==> src/hw/rtl/sphere_quad_vertex_gen_macros.svh <==
// Assertion macros for the RTL of the sphere vertex generator.
`ifndef SPHERE_QUAD_VERTEX_GEN_MACROS_SVH
`define SPHERE_QUAD_VERTEX_GEN_MACROS_SVH

// Antecedent implies consequent in the same cycle.
`define SQVG_ASSERT_SAME(label, ante, cons) \
    label: assert property (@(posedge clk) disable iff (!rst_n) (ante) |-> (cons)) \
        else $error("assertion failed");

// Antecedent implies consequent in the next cycle.
`define SQVG_ASSERT_NEXT(label, ante, cons) \
    label: assert property (@(posedge clk) disable iff (!rst_n) (ante) |=> (cons)) \
        else $error("assertion failed");

`endif

==> src/hw/rtl/sqvg_pkg.sv <==
`default_nettype none
package sqvg_pkg;

    localparam int ANGLE_BITS = 16;
    localparam int TRIG_STAGES = 16;

    localparam int IDX_W = 11;
    localparam int CNT_W = 11;
    localparam int RAD_W = 15;
    localparam int NUM_W = IDX_W + ANGLE_BITS;
    localparam int XY_W = 34;
    localparam int Z_W = 33;
    localparam int STG_W = 5;

    localparam logic signed [XY_W-1:0] CORDIC_GAIN = XY_W'(652032874);

    localparam logic [1:0] REG_RADIUS = 2'd0;
    localparam logic [1:0] REG_STACKS = 2'd1;
    localparam logic [1:0] REG_SLICES = 2'd2;

    localparam logic [1:0] CORNER_FIRST = 2'd0;
    localparam logic [1:0] CORNER_LAST = 2'd3;

    function automatic logic [30:0] atan_turn(input logic [STG_W-1:0] k);
        logic [30:0] v;
        case (k)
            5'd0:    v = 31'd536870912;
            5'd1:    v = 31'd316933405;
            5'd2:    v = 31'd167458907;
            5'd3:    v = 31'd85004756;
            5'd4:    v = 31'd42667331;
            5'd5:    v = 31'd21354465;
            5'd6:    v = 31'd10679838;
            5'd7:    v = 31'd5340245;
            5'd8:    v = 31'd2670163;
            5'd9:    v = 31'd1335086;
            5'd10:   v = 31'd667544;
            5'd11:   v = 31'd333772;
            5'd12:   v = 31'd166886;
            5'd13:   v = 31'd83443;
            5'd14:   v = 31'd41721;
            5'd15:   v = 31'd20860;
            5'd16:   v = 31'd10430;
            5'd17:   v = 31'd5215;
            5'd18:   v = 31'd2607;
            5'd19:   v = 31'd1303;
            5'd20:   v = 31'd651;
            5'd21:   v = 31'd325;
            5'd22:   v = 31'd162;
            5'd23:   v = 31'd81;
            default: v = 31'd0;
        endcase
        return v;
    endfunction

    function automatic logic signed [15:0] sat16(input logic signed [49:0] v);
        logic signed [15:0] r;
        if (v > 50'sd32767)
        begin
            r = 16'sd32767;
        end
        else if (v < -50'sd32768)
        begin
            r = -16'sd32768;
        end
        else
        begin
            r = v[15:0];
        end
        return r;
    endfunction

    function automatic logic signed [15:0] round_q15(input logic signed [XY_W-1:0] v);
        logic signed [49:0] t;
        t = (50'(v) + 50'sd16384) >>> 15;
        return sat16(t);
    endfunction

    function automatic logic signed [15:0] neg_sat(input logic signed [15:0] v);
        return sat16(-50'(v));
    endfunction

endpackage
`default_nettype wire

==> src/hw/rtl/sqvg_div_cell.sv <==
`default_nettype none
module sqvg_div_cell
    import sqvg_pkg::*;
(
    input  wire logic                  clk,
    input  wire logic                  en,
    input  wire logic [CNT_W-1:0]      divisor,
    input  wire logic [NUM_W-1:0]      num_in,
    input  wire logic [CNT_W-1:0]      rem_in,
    input  wire logic [ANGLE_BITS-1:0] quo_in,
    output logic [NUM_W-1:0]           num_out,
    output logic [CNT_W-1:0]           rem_out,
    output logic [ANGLE_BITS-1:0]      quo_out
);

    logic [CNT_W:0]   trial;
    logic             ge;
    logic [CNT_W:0]   diff;
    logic [CNT_W-1:0] rem_next;

    always_comb
    begin
        trial = {rem_in, num_in[NUM_W-1]};
        ge = trial >= {1'b0, divisor};
        diff = trial - {1'b0, divisor};
        rem_next = ge ? diff[CNT_W-1:0] : trial[CNT_W-1:0];
    end

    always_ff @(posedge clk)
    begin
        if (en)
        begin
            num_out <= {num_in[NUM_W-2:0], 1'b0};
            rem_out <= rem_next;
            quo_out <= {quo_in[ANGLE_BITS-2:0], ge};
        end
    end

endmodule
`default_nettype wire

==> config.mk <==
export PLATFORM = sky130hd
export DESIGN_NAME = sqvg_div_cell
export DESIGN_NICKNAME = d
export VERILOG_FILES = /design/src/hw/rtl/sphere_quad_vertex_gen_macros.svh /design/src/hw/rtl/sqvg_pkg.sv /design/src/hw/rtl/sqvg_div_cell.sv
export SDC_FILE = /design/constraint.sdc
export NUM_CORES = 1
export LEC_CHECK = 0
export BUFFER_PORTS_ARGS = -buffer_cell sky130_fd_sc_hd__buf_2
export CORE_MARGIN = 4
export CORE_UTILIZATION = 49
export CTS_CLUSTER_DIAMETER = 60
export DETAILED_ROUTE_END_ITERATION = 10
export PLACE_DENSITY = 0.85
export SYNTH_ARGS = -nofsm -noshare
export SYNTH_HDL_FRONTEND = slang
export SYNTH_SLANG_ARGS = --single-unit
==> constraint.sdc <==
create_clock -name clk -period 3.6 [get_ports clk]
set_input_delay 0.72 -clock clk [delete_from_list [all_inputs] [get_ports clk]]
set_output_delay 0.72 -clock clk [all_outputs]
set_load 0.1 [all_outputs]
After elaboration in Yosys (flattened, before gate mapping)
Cells that the tools add are included.
{ "classes": {"n_addsub": 1, "magnitude_cmp": 1, "n_mux": 1} }
{ "op_table": {"columns": ["operator", "count"], "rows": [
  ["$ge 12x11->1", 1],
  ["$mux 11", 1],
  ["$sub 11x11->11", 1]
]} }
{ "totals": {"ff_bits": 53, "input_bits": 67, "out_inout_bits": 54, "wordCells": 6} }

Longest topological paths before layout
{ "logic_depth": {"word_depth": 2, "mapped_depth": 10, "ltp_nobuf": 9} }

Worst setup path after synthesis
No wires, ideal clock.
{ "synth_path": {"path_kind": "input to register", "start": "input num_in[26]", "end": "register rem_out[2] (data pin)", "setup_ns": 0.254, "arrival_time_ns": 2.320, "required_time_ns": 3.346, "setup_slack_ns": 1.026, "path_stages": 10, "path_buffers": 1, "cell_sequence": "inv_1 -> ha_1 -> fa_1 -> and2b_1 -> o21ai_2 -> a311oi_2 -> o2bb2ai_2 -> buf_6 -> nand2_1 -> o21ai_2"} }
{ "synth_via": {"elab_chain_cells": 2, "elab_cells_between_ends": 3, "classes_between": "1 x add/sub; 1 x order compare; 1 x mux"} }
{ "synth_lines": {"columns": ["element", "line_no", "rtl"], "rows": [
  ["start, declared", "sqvg_div_cell.sv:8", "input wire logic [NUM_W-1:0] num_in,"],
  ["$sub 11x11->11 or $ge 12x11->1 (tied branches)", "sqvg_div_cell.sv:25, sqvg_div_cell.sv:24", null],
  ["$mux 11 *", "sqvg_div_cell.sv:26", "rem_next = ge ? diff[CNT_W-1:0] : trial[CNT_W-1:0];"],
  ["net rem_next[2]", "sqvg_div_cell.sv:19", "logic [CNT_W-1:0] rem_next;"],
  ["end signal, assigned", "sqvg_div_cell.sv:34", "rem_out <= rem_next;"],
  ["end, declared", "sqvg_div_cell.sv:12", "output logic [CNT_W-1:0] rem_out,"]
]} }
The timed path passes the listed nets; every way through them passes the cells marked *.
A chain may end at the register's enable or synchronous reset.

Worst setup path after layout
{ "layout_path": {"start": "input num_in[26]", "end": "register rem_out[4] (data pin)"} }
The elaborated chain is that of the path after synthesis.

==> reports/results.ini <==
[power]
p_int_w=0.00108
pwr-share-clk_pct=21.5
switching_share_pct=41.1
peakVddDrop_uv=267
combPwrFrac_pct=36.9
power_switching_w=0.000753
pwr-share-seq_pct=41.6
leakage_nw=1.41
powerDensity_nw_per_um2=592

[drt]
wl_met1_um=2100
num_vias=1731
wl_met3_um=425
first_pass_iters=6
highest_layer=met4
via_per_inst=5.09
drt_iter0_drc=43
drtAntennaViolNets=0
wl_per_cell_um=15.5
drc=0
dr_wl_met2_um=2670
wl_um=5290

[sta]
tightest_slew_ns=1.12
slew_headroom_pct=25.1
hold_viol_final=0
final.min_clock_period_ns=2.77
timing.fmax_mhz=360
setup_tns_ns=0
finalCritPeriodShare_pct=77.1
finalSetupViolCount=0
rsz0062_at_grt=false
maxSlewViolCount=0

[die]
ios=121
die_h_um=77.4
rows=24
die_x_um=77.4
dieArea_um2=5980
start_util_pct=52.3
core_area_um2=4500

[hold_path]
min-delay-start=quo_in[3]
holdPathStages=1
hold_class=in -> reg
min_to=quo_out[4]

[yosys]
synth_edf_count=53
synth_seq_cells=53
yosysSeqAreaShare_pct=67.5
yosysUniqueCellTypes=37
syn_avg_cell_area_um2=14.3
syn_nets=244
synthFlopType=edfxtp_1
syn_area_um2=2360
synth_cells=165
yosys_warnings=0
async_flop_share_pct=0

[global_route]
grt_antenna_before_repair=0
grt_pass1_vias=1699
grt_usage_pct=17.8
overflow=0
grt_max_degree=54
grt_pass1_wl_um=8310

[cts]
postCtsHoldBufs=0
cts_setup_buffers=0
clock-sinks=53
cts-buffers-inserted=5
htreeDepth=2
path_clk_slew_ns=0.09
cts_buffer_depth=2
clock_tree.root_cell=clkbuf_8
cts_tree=built
cts_resized=0

[cells_and_area]
fin_nets=366
mostFrequentLayoutCells=buf_2, edfxtp_1, nand2_1
syn2layout_area_growth_pct=31.3
stdcell_area_um2=3090
antenna_cells=0
layout_commonest_cell=buf_2
final_layout_size_suffix_gt1_share_pct=47.6

[setup_path]
cpMaxStageDelayCell=o2bb2ai_2
path_depth=9
worst-path-max-fanout=21
critPathTopFamily=compound AO/OA/AOI/OAI gates
cp-start-kind=input pin
path_cells=buf_2, inv_1, ha_1, fa_1, and2b_1, o21ai_2, a311oi_2, o2bb2ai_2, o31ai_1
worstSetupPathType=in -> reg
cp_data_required_time_ns=3.62
arrival_ns=2.79
critical_path_buf_inv_count=2
end_kind=register
critPathMaxStageDelay_ns=0.83

[run]
drv_cap=0

[outcome]
status=finished clean

[place]
dp_hpwl_um=4230
portBuffers=118
gp_congestion=0.810
placement.cell_area_um2=2980

-- worst max path at each step --
stage / start / end / slack [ns]
floorplan: num_in[26] / rem_out[2] / 1.03
CTS: num_in[26] / rem_out[4] / 0.80
global placement: num_in[26] / rem_out[4] / 0.53
detailed placement: num_in[26] / rem_out[4] / 0.47
global route: num_in[26] / rem_out[4] / 0.64
finish: num_in[26] / rem_out[4] / 0.83
-- stage by stage --
step / utilization, % / hold WS [ns] / total power, W / worst slack (ns) / instances
global route: 68.7 / 0.569 / 0.00191 / 0.644 / 340
finish: 68.7 / 0.591 / 0.00183 / 0.826 / 340
CTS: 68.7 / 0.584 / 0.00184 / 0.796 / 340
detailed placement: 66.2 / 0.899 / 0.00146 / 0.470 / 332
floorplan: - / 0.819 / 0.00134 / 1.03 / 165
global placement: 66.2 / 0.896 / 0.00144 / 0.535 / 332
-- state kept, by name, indices dropped and copies added, names as in the netlist --
signal   cells
quo_out     16
rem_out     11
num_out     26
-- cells in the mapped netlist (2+ instances only) --
library cell	n	area [um^2]
edfxtp_1	53	1590
nand2_1	19	71.3
inv_1	16	60.1
ha_1	11	138
o21ai_2	8	70.1
a21oi_1	6	30.0
nor2_1	5	18.8
xor2_1	4	35.0
nand2b_1	3	18.8
nand4_1	3	18.8
o21ai_0	3	15.0
a21o_1	2	15.0
and3_1	2	12.5
buf_6	2	22.5
nor2b_1	2	12.5
o211ai_1	2	15.0
o21ai_1	2	10.0
o31ai_1	2	15.0
xnor2_1	2	17.5
-- final cells by class --
| class | instances | area [um^2] |
|---|---|---|
| sequential | 53 | 1590 |
| inverter | 16 | 60.1 |
| clock buffer | 6 | 72.6 |
| multi-input combinational | 93 | 676 |
| clock inverter | 2 | 38.8 |
| timing repair buffer | 118 | 591 |
| tap | 52 | 65.1 |
| fill | 325 | 1410 |
-- metal layers --
metal,track usage [%],up-vias
met4,6.41,0
met3,5.56,8
li1,-,852
met2,32.2,74
met1,19.8,797
met5,0,-
-- power groups by stage --
stage               combinational (W)  sequential, W  clock, W
floorplan                    0.000131        0.00121         0
global placement             0.000670       0.000775         0
detailed placement           0.000678       0.000778         0
CTS                          0.000679       0.000764  0.000399
global route                 0.000707       0.000769  0.000434
finish                       0.000676       0.000762  0.000393
-- cells by family (layout without fill, tap and decap cells) --
logic type,after synthesis,in the layout,synth area share [%]
buffers and inverters,19,142,3.82
flip-flops,53,53,67.5
AND/OR/NAND/NOR,39,39,7.96
XOR/XNOR,6,6,2.23
adder cells (fa/ha/maj),12,12,6.69
other,1,1,0.159
AO/OA/AOI/OAI,35,35,11.6
No activity file was read; power rests on OpenSTA's default activity.
