===== config.mk =====
export PLATFORM = sky130hd
export DESIGN_NAME = sqvg_cordic_cell
export DESIGN_NICKNAME = d
export VERILOG_FILES = /design/src/hw/rtl/sphere_quad_vertex_gen_macros.svh /design/src/hw/rtl/sqvg_pkg.sv /design/src/hw/rtl/sqvg_cordic_cell.sv
export SDC_FILE = /design/constraint.sdc
export NUM_CORES = 1
export LEC_CHECK = 0
export ABC_CLOCK_PERIOD_IN_PS = 8000
export BUFFER_PORTS_ARGS = -buffer_cell sky130_fd_sc_hd__buf_2
export CAP_MARGIN = 10
export CORE_ASPECT_RATIO = 1.5
export CORE_MARGIN = 5
export CORE_UTILIZATION = 55
export CTS_BUF_LIST = sky130_fd_sc_hd__clkbuf_4 sky130_fd_sc_hd__clkbuf_8
export CTS_CLUSTER_DIAMETER = 60
export CTS_CLUSTER_SIZE = 12
export DETAILED_ROUTE_END_ITERATION = 12
export GPL_ROUTABILITY_DRIVEN = 0
export PLACE_DENSITY = 0.74
export SLEW_MARGIN = 20
export SYNTH_ARGS = -nofsm -noshare
export SYNTH_HDL_FRONTEND = slang
export SYNTH_SLANG_ARGS = --single-unit

===== constraint.sdc =====
create_clock -name clk -period 8 [get_ports clk]
set_clock_uncertainty 0.05 [all_clocks]
set_input_delay 0.4 -clock clk [delete_from_list [all_inputs] [get_ports clk]]
set_output_delay 0.4 -clock clk [all_outputs]
set_load 0.01 [all_outputs]

===== src/hw/rtl/sphere_quad_vertex_gen_macros.svh =====
// Assertion macros for the RTL of the sphere vertex generator.
`ifndef SPHERE_QUAD_VERTEX_GEN_MACROS_SVH
`define SPHERE_QUAD_VERTEX_GEN_MACROS_SVH

// Antecedent implies consequent in the same cycle.
`define SQVG_ASSERT_SAME(label, ante, cons) \
    label: assert property (@(posedge clk) disable iff (!rst_n) (ante) |-> (cons)) \
        else $error("assertion failed");

// Antecedent implies consequent in the next cycle.
`define SQVG_ASSERT_NEXT(label, ante, cons) \
    label: assert property (@(posedge clk) disable iff (!rst_n) (ante) |=> (cons)) \
        else $error("assertion failed");

`endif


===== src/hw/rtl/sqvg_pkg.sv =====
`default_nettype none
package sqvg_pkg;

    localparam int ANGLE_BITS = 16;
    localparam int TRIG_STAGES = 16;

    localparam int IDX_W = 11;
    localparam int CNT_W = 11;
    localparam int RAD_W = 15;
    localparam int NUM_W = IDX_W + ANGLE_BITS;
    localparam int XY_W = 34;
    localparam int Z_W = 33;
    localparam int STG_W = 5;

    localparam logic signed [XY_W-1:0] CORDIC_GAIN = XY_W'(652032874);

    localparam logic [1:0] REG_RADIUS = 2'd0;
    localparam logic [1:0] REG_STACKS = 2'd1;
    localparam logic [1:0] REG_SLICES = 2'd2;

    localparam logic [1:0] CORNER_FIRST = 2'd0;
    localparam logic [1:0] CORNER_LAST = 2'd3;

    function automatic logic [30:0] atan_turn(input logic [STG_W-1:0] k);
        logic [30:0] v;
        case (k)
            5'd0:    v = 31'd536870912;
            5'd1:    v = 31'd316933405;
            5'd2:    v = 31'd167458907;
            5'd3:    v = 31'd85004756;
            5'd4:    v = 31'd42667331;
            5'd5:    v = 31'd21354465;
            5'd6:    v = 31'd10679838;
            5'd7:    v = 31'd5340245;
            5'd8:    v = 31'd2670163;
            5'd9:    v = 31'd1335086;
            5'd10:   v = 31'd667544;
            5'd11:   v = 31'd333772;
            5'd12:   v = 31'd166886;
            5'd13:   v = 31'd83443;
            5'd14:   v = 31'd41721;
            5'd15:   v = 31'd20860;
            5'd16:   v = 31'd10430;
            5'd17:   v = 31'd5215;
            5'd18:   v = 31'd2607;
            5'd19:   v = 31'd1303;
            5'd20:   v = 31'd651;
            5'd21:   v = 31'd325;
            5'd22:   v = 31'd162;
            5'd23:   v = 31'd81;
            default: v = 31'd0;
        endcase
        return v;
    endfunction

    function automatic logic signed [15:0] sat16(input logic signed [49:0] v);
        logic signed [15:0] r;
        if (v > 50'sd32767)
        begin
            r = 16'sd32767;
        end
        else if (v < -50'sd32768)
        begin
            r = -16'sd32768;
        end
        else
        begin
            r = v[15:0];
        end
        return r;
    endfunction

    function automatic logic signed [15:0] round_q15(input logic signed [XY_W-1:0] v);
        logic signed [49:0] t;
        t = (50'(v) + 50'sd16384) >>> 15;
        return sat16(t);
    endfunction

    function automatic logic signed [15:0] neg_sat(input logic signed [15:0] v);
        return sat16(-50'(v));
    endfunction

endpackage
`default_nettype wire


===== src/hw/rtl/sqvg_cordic_cell.sv =====
`default_nettype none
module sqvg_cordic_cell
    import sqvg_pkg::*;
(
    input  wire logic                   clk,
    input  wire logic                   en,
    input  wire logic [STG_W-1:0]       stage,
    input  wire logic signed [XY_W-1:0] x_in,
    input  wire logic signed [XY_W-1:0] y_in,
    input  wire logic signed [Z_W-1:0]  z_in,
    output logic signed [XY_W-1:0]      x_out,
    output logic signed [XY_W-1:0]      y_out,
    output logic signed [Z_W-1:0]       z_out
);

    logic signed [XY_W-1:0] xs;
    logic signed [XY_W-1:0] ys;
    logic signed [Z_W-1:0]  at;

    always_comb
    begin
        xs = x_in >>> stage;
        ys = y_in >>> stage;
        at = $signed({2'b00, atan_turn(stage)});
    end

    always_ff @(posedge clk)
    begin
        if (en)
        begin
            if (!z_in[Z_W-1])
            begin
                x_out <= x_in - ys;
                y_out <= y_in + xs;
                z_out <= z_in - at;
            end
            else
            begin
                x_out <= x_in + ys;
                y_out <= y_in - xs;
                z_out <= z_in + at;
            end
        end
    end

endmodule
`default_nettype wire


# Word level (Yosys, flattened, before mapping)
# Memory sizes are Yosys's and may differ from the RTL's.
# Index checks and enable logic that the tools add are counted.
# word_totals
mem_count,1
ff_bits,101
romBits,960
elab_cells,15
# memory_table
memory,words,word_bits,read_ports,rd_clocked_by_memory_dff,wr,line,rtl
(name not given),32,30,1,0,0,sqvg_pkg.sv:26,case (k)
# op_classes
add_sub_neg,6
n_mux,3
shifts,2
# op_table
cell,n
$add 34x34->34,2
$mux 34,2
$sshr 34x5->34,2
$sub 34x34->34,2
$add 33x32->33,1
$mux 33,1
$sub 33x32->33,1

# Depth between registers and ports, before layout
# Gate-level depths: netlist of the first run.
# depth
ltp_word,3
mapped_depth,28
mapped_depth_nobuf,23

# Least setup slack after synthesis of the first run
# OpenSTA, ideal clock, no wires.
# synth_path
path_kind,input port to flip-flop
from,input port stage[1]
to,"register z_out[30], data pin"
path_slack_ns,2.066
arrival_time_ns,5.748
setup_time_ns,0.136
cell_stages,25
required_ns,7.814
path_cell_list,buf_2 inv_1 buf_2 buf_2 buf_2 ha_1 clkbuf_1 nand2_1 a31oi_1 o22ai_1 nand2_1 nor4_1 a31oi_1 xnor2_1 ha_1 nand2_1 nor3_1 a21oi_1 a21oi_1 o21ai_0 a31o_2 o221ai_1 nor3_1 or4b_2 nand3_1
# synth_between
elab_chain_cells,3
elab_cells_between_ends,4
classes_between,2 x add/sub; 1 x mux; 1 x memory
# synth_rtl
element,line,rtl
from (decl),sqvg_cordic_cell.sv:7,"input wire logic [STG_W-1:0] stage,"
$mem_v2 32x30 (*),n/a,
$sub 33x32->33 or $add 33x32->33 (tied branches),"sqvg_cordic_cell.sv:35, sqvg_cordic_cell.sv:41",
$mux 33 (*),sqvg_cordic_cell.sv:31,if (!z_in[Z_W-1])
to (signal assigned),sqvg_cordic_cell.sv:35,z_out <= z_in - at;
to (signal assigned),sqvg_cordic_cell.sv:41,z_out <= z_in + at;
to (decl),sqvg_cordic_cell.sv:13,output logic signed [Z_W-1:0] z_out
# Mark *: on every way between the ends. The rest lies on a longest branch, timed or not.
# A chain may end at the register's enable or synchronous reset.

# Final worst setup path of the first run
# layout_path
from,input port stage[0]
to,"register y_out[33], data pin"
# layout_between
elab_chain_cells,3
elab_cells_between_ends,4
classes_between,2 x add/sub; 1 x shift; 1 x mux
# layout_rtl
element,line,rtl
$sshr 34x5->34 (*),sqvg_cordic_cell.sv:22,xs = x_in >>> stage;
$add 34x34->34 or $sub 34x34->34 (tied branches),"sqvg_cordic_cell.sv:34, sqvg_cordic_cell.sv:40",
$mux 34 (*),sqvg_cordic_cell.sv:31,
to (signal assigned),sqvg_cordic_cell.sv:34,y_out <= y_in + xs;
to (signal assigned),sqvg_cordic_cell.sv:40,y_out <= y_in - xs;
to (decl),sqvg_cordic_cell.sv:12,"output logic signed [XY_W-1:0] y_out,"
# Marks and branches as above.

==> summary.md, run 1 <==
| Metric | Value |
|---|---|
| Nets | 2,086 |
| Synth cell types | just over 90 |
| WP data arrival | around 7.4 ns |
| Number of global-route vias before repair | between 15,000 and 20,000 |
| Global-route wire length before repair | 83,900 microns |
| Hold path depth | 2 |
| GRT Total Usage | 34.6% |
| Avg WL per Cell | 24.7 microns |
| Via count | 15,493 |
| Slew HR | 22.4% |
| Fmax | 0.138 GHz |
| Longest Clk Path Bufs | 2 |
| Origin of the worst setup path | stage[0] |
| Finished Layout Cells | 2,215 |
| Worst min-delay path startpoint | z_in[0] |
| Hold Crit Class | primary input to register |
| Final Hold Viols | 0 |
| Die ar. | 31,100 sq um |
| Die height | between 200 and 250 microns |
| Mapped cell area | around 15,000 sq um |
| Synth-to-Final Area Change | 9.95% |
| Commonest non-fill, non-tap cell in the layout | buf_2 |
| DP Area | between 15,000 and 20,000 sq um |
| Syn Inst Count | about 1,700 |
| Pre-antenna DRT Iters | 6 |
| Post-synth ARST share | 0% |
| RSZ-0062 raised after global routing | no |
| Drt first-iter violations | 1,827 |
| Sink Count | 101 |
| VDD IR max | around 110 uV |
| Core area | 27,300 sq um |
| Post-Route WL | 54,800 microns |
| TritonCTS clock tree | built |
| DRC | 0 |
| Post-CTS repair timing setup buffer count | 0 |
| Cts bufs inserted | 9 |
| PD cells | 180 nW/um^2 |
| Die Width | 146 microns |
| Lkg Pwr | 6.96 nW |
| Port bufs | 208 |
| DP HPWL | around 41,000 microns |
| WP data required | 8.15 ns |
| Post-Route Setup TNS | 0 ns |
| I/O pin total | 209 |
| FILL cells | 2,423 |
| Crit path kind | primary input to register |
| Final Cell Area | 16,700 sq um |
| Max-Cap Viols | 0 |
| Min Clock Period, post-route | ~7.2 ns |
| Post-CTS Resized | 0 |
| Slew Limit Fails | 0 |
| Commonest cells after routing, fill and taps aside | 205 x buf_2, 163 x nor2_1, 157 x a21oi_1 |
| Cts hold-fix bufs | 0 |
| CP Max Fanout | 76 |
| Post-synthesis average cell area | between 8 and 9 sq um |
| Synth Warn # | 0 |
| Initial antenna violation count | 0 |
| Post-route ant nets | 0 |
| Total global routing overflow | 0 |
| Final Core Density | between 60% and 70% |
| Via/cell ratio | roughly 7.0 |
| Post-synth EDFFs | 101 |
| Status | completed |
| # H-tree levels | 3 |
| N_diodes | 0 |
| Most used DFF post-synth | edfxtp_1 |
| Actual slew at the worst max-slew pin | 1.15 ns |
| Syn_nets | 1,929 |
| Placed cell count | roughly 2,200 |
| Hold Crit Endpoint | z_out[0] |
| Period Utilization, post-route | 90.5% |
| Critical Path Sink Type | register |
| Largest net degree at the start of global routing | 77 |
| Share of cells above drive strength 1 | 21.1% |
| Std cell rows | 74 |
| CP startpoint kind | primary input |
| Sequential fraction of the synthesis area | ~20% |
| #FFs+latches synth | 101 |
| Setup-failing EPs final | 0 |
| Clock tree root buffer cell | clkbuf_8 |
| Min Hold Slack | 0.205 ns |
| Starting Density | 55.7% |
| Clock slew at reported path FFs | 0.10 ns |
[per-stage QoR]
step	power (W)	setup WS [ns]
CTS	0.00297	1.25
floorplan	0.00202	2.07
global placement	0.00250	0.971
finish	0.00301	0.757
global route	0.00320	0.420
detailed placement	0.00252	0.793
[cells in the mapped netlist, types with 41 or more instances]
cell type | instances | area share (%)
mux2_2 | 41 | 3.0
a21o_1 | 53 | 2.6
nand2_1 | 125 | 3.1
edfxtp_1 | 101 | 20
mux2i_1 | 66 | 4.3
xnor2_1 | 102 | 5.9
ha_1 | 107 | 8.8
a21oi_1 | 157 | 5.2
o21ai_0 | 77 | 2.5
xor2_1 | 75 | 4.3
mux4_2 | 68 | 10
nor2_1 | 163 | 4.0
[per-layer routing]
layer | track usage (%) | up-vias | wire length, microns
met5 | 0.152 | - | 0
met4 | 25.5 | 0 | 4650
met3 | 10.7 | 333 | 6270
met2 | 58.0 | 1097 | 25400
met1 | 37.1 | 7178 | 18500
li1 | - | 6885 | -
[area by class of cell]
cell class              count  area [sq um]  share of cell area [%]
clock inverters             7           144                   0.861
multi-input cells        1482         11600                    69.2
well taps                 342           428                    2.56
flip-flops and latches    101          3030                    18.1
inverters                  36           135                   0.808
repair buffers            238          1290                    7.72
clock buffers               9           124                   0.741
[power by group]
part	total (W)	switching, W	internal (W)
combinational	0.00174	0.00103	0.000717
clock	0.000444	0.000203	0.000241
sequential	0.000826	0.0000327	0.000793
[worst max-delay path by stage]
stage,to,slack [ns]
after global placement,z_out[30],0.97
after detailed placement,z_out[30],0.79
after CTS,z_out[30],1.25
after floorplan,z_out[30],2.07
final,y_out[33],0.76
after global routing,y_out[33],0.42
[logic make-up after synthesis]
group,Yosys count,synth area share [%]
muxes,180,18.2
AOI/OAI and AO/OA,537,23.4
DFF,101,19.9
and+or+nand+nor,478,15.0
adders and majority gates,110,9.20
xor gates and xnor gates,177,10.2
buffers and inverters,128,4.00
[sequential cells by signal, indices dropped and copies added, names as in the netlist]
register	count
x_out	34
y_out	34
z_out	33
[critical path: stages]
cell and delay [ns]:
buf_6 0.62, mux4_2 0.66, a21boi_0 0.93, nor2_1 0.09, a211oi_1 0.52, nand3_1 0.23, or4b_1 0.85, nor3_1 0.33
nor2_1 0.09, xnor2_1 0.22, ha_1 0.32, inv_1 0.07, o21ai_0 0.08, a2111oi_0 0.57, o31ai_1 0.18, a41o_1 0.24
o31a_1 0.27, a41o_1 0.26, o41ai_1 0.35, xnor2_1 0.10
No activity file was read; power rests on OpenSTA's default activity.
==> run 2: changes to the inputs <==
- CORE_ASPECT_RATIO: 1.5 -> 1.75
==> summary.md, run 2 (same netlist as run 1, synthesis figures left out) <==
| Metric | Value |
|---|---|
| Die Width | 136 microns |
| Hold path depth | 2 |
| Die ar. | 31,200 sq um |
| DRC | 0 |
| WP data arrival | 7.29 ns |
| Final Hold Viols | 0 |
| Min Clock Period, post-route | 7.15 ns |
| Synth-to-Final Area Change | 10.1% |
| Cts bufs inserted | 9 |
| Slew Limit Fails | 0 |
| Slew HR | 19.4% |
| Total global routing overflow | 0 |
| Slowest CP cell | a222oi_1 |
| Register area | 3030 sq um |
| Core area | approximately 27,000 sq um |
| Starting Density | 55.6% |
| Lkg Pwr | around 7.0 nW |
| Pre-antenna DRT Iters | 8 |
| GRT Total Usage | 36.3% |
| # H-tree levels | 3 |
| Worst min-delay path startpoint | z_in[0] |
| WP data required | a little over 8 ns |
| Commonest cells after routing, fill and taps aside | 205 x buf_2, 163 x nor2_1, 157 x a21oi_1 |
| VDD IR max | 105 uV |
| Final worst slack | around 0.85 ns |
| Post-CTS repair timing setup buffer count | 0 |
| Clock slew at reported path FFs | 0.10 ns |
| Via count | 15,836 |
| Nets | roughly 2,100 |
| Fmax | 0.140 GHz |
| Max-Cap Viols | 0 |
| Post-CTS Resized | 0 |
| Multi-input logic area | 11,600 sq um |
| Drt first-iter violations | 2,140 |
| Place WS | around 0.73 ns |
| CP Max Fanout | 73 |
| Avg WL per Cell | 25.7 microns |
| Post-route ant nets | 0 |
| Cts hold-fix bufs | 0 |
| Setup-failing EPs final | 0 |
| Std cell rows | 80 |
| Die height | approximately 230 microns |
| Share of cells above drive strength 1 | a little over a fifth |
| Longest Clk Path Bufs | 2 |
| PD cells | around 180 nW/um^2 |
| Post-Route Setup TNS | 0 ns |
| Sink Count | between 100 and 150 |
| Final Cell Area | 16,700 sq um |
| Hold Crit Endpoint | z_out[0] |
| Status | completed |
| Placed cell count | ~2,200 |
| CP startpoint kind | primary input |
| Number of global-route vias before repair | around 15,000 |
| Post-Route WL | 57,800 microns |
| Critical path's largest stage delay | 0.87 ns |
| Clock tree root buffer cell | clkbuf_8 |
| Crit path kind | primary input to register |
| Finished Layout Cells | 2,249 |
| Period Utilization, post-route | ~89% |
| TritonCTS clock tree | built |
| RSZ-0062 raised after global routing | no |
| Critical Path Sink Type | register |
| Global-route wire length before repair | 87,000 microns |
| Port bufs | 208 |
| DP HPWL | roughly 42,000 microns |
| Largest regs | x_out (34), y_out (34), z_out (33) |
| I/O pin total | 209 |
| Via/cell ratio | 7.04 |
| Crit-path cells | buf_6 -> mux4_2 -> a222oi_1 -> nand2_1 -> o221ai_1 -> nand4b_1 -> or4b_1 -> nor3_1 -> nor2_1 -> xnor2_1 -> ha_1 -> inv_1 -> o21ai_0 -> a2111oi_0 -> o31ai_1 -> a41o_1 -> o31a_1 -> a41o_1 -> o41ai_1 -> xnor2_1 |
| Initial antenna violation count | 1 |
| Actual slew at the worst max-slew pin | approximately 1.2 ns |
| Commonest non-fill, non-tap cell in the layout | buf_2 |
| Largest net degree at the start of global routing | 74 |
| Hold Crit Class | primary input to register |
| DP Area | 16,500 sq um |
| FILL cells | 2,489 |
## run 2: cell count changes in the layout (fill, tap and decap cells not counted), sizes merged
cell    change
buf         +6
bufinv      -2
clkbuf      +1
clkinv      +1
diode       +1
## run 2: cell type report
| class | instances | area share (%) |
|---|---|---|
| antenna | 1 | 0.0149 |
| sequential | 101 | 18.1 |
| clock inverter | 6 | 0.516 |
| clock buffer | 9 | 0.740 |
| tap | 369 | 2.76 |
| multi-input combinational | 1482 | 69.1 |
| timing repair buffer | 245 | 7.93 |
| inverter | 36 | 0.807 |
## run 2: routing by layer
| metal | GRT usage, % | up-vias | wire length, microns |
|---|---|---|---|
| li1 | - | 6887 | - |
| met1 | 38.8 | 7317 | 18300 |
| met2 | 60.5 | 1229 | 27400 |
| met3 | 11.6 | 403 | 7130 |
| met4 | 24.3 | 0 | 5050 |
| met5 | 0 | - | 0 |
## run 2: worst max path at each step
stage | start | end | slack (ns) | cells past startpoint
final | stage[0] | y_out[33] | 0.85 | 20
after CTS | stage[0] | y_out[33] | 1.19 | 20
after global placement | stage[0] | y_out[33] | 0.86 | 20
after detailed placement | stage[0] | y_out[33] | 0.73 | 20
after floorplan | stage[1] | z_out[30] | 2.07 | 25
after global routing | stage[0] | y_out[33] | 0.60 | 20
## run 2: power breakdown
| group | switching [W] | internal (W) | total [W] |
|---|---|---|---|
| sequential | 0.0000343 | 0.000793 | 0.000828 |
| combinational | 0.00105 | 0.000720 | 0.00177 |
| clock | 0.000206 | 0.000175 | 0.000380 |
## run 2: per-stage QoR
step	utilization [%]	hold slack, ns	total power, W
4_1_cts	61.2	0.200	0.00292
6_report	61.3	0.204	0.00298
2_1_floorplan	-	0.462	0.00202
3_5_place_dp	60.4	0.659	0.00254
5_1_grt	61.3	0.190	0.00316
3_3_place_gp	60.4	0.654	0.00251
## run 2: critical path: cells and delay by family
kind                       cells  cell delay [ns]
muxes                          1             0.63
xor gates and xnor gates       2             0.36
buffers and inverters          2             0.65
AOI/OAI and AO/OA              9             3.03
adders and majority gates      1             0.33
and+or+nand+nor                5             1.84
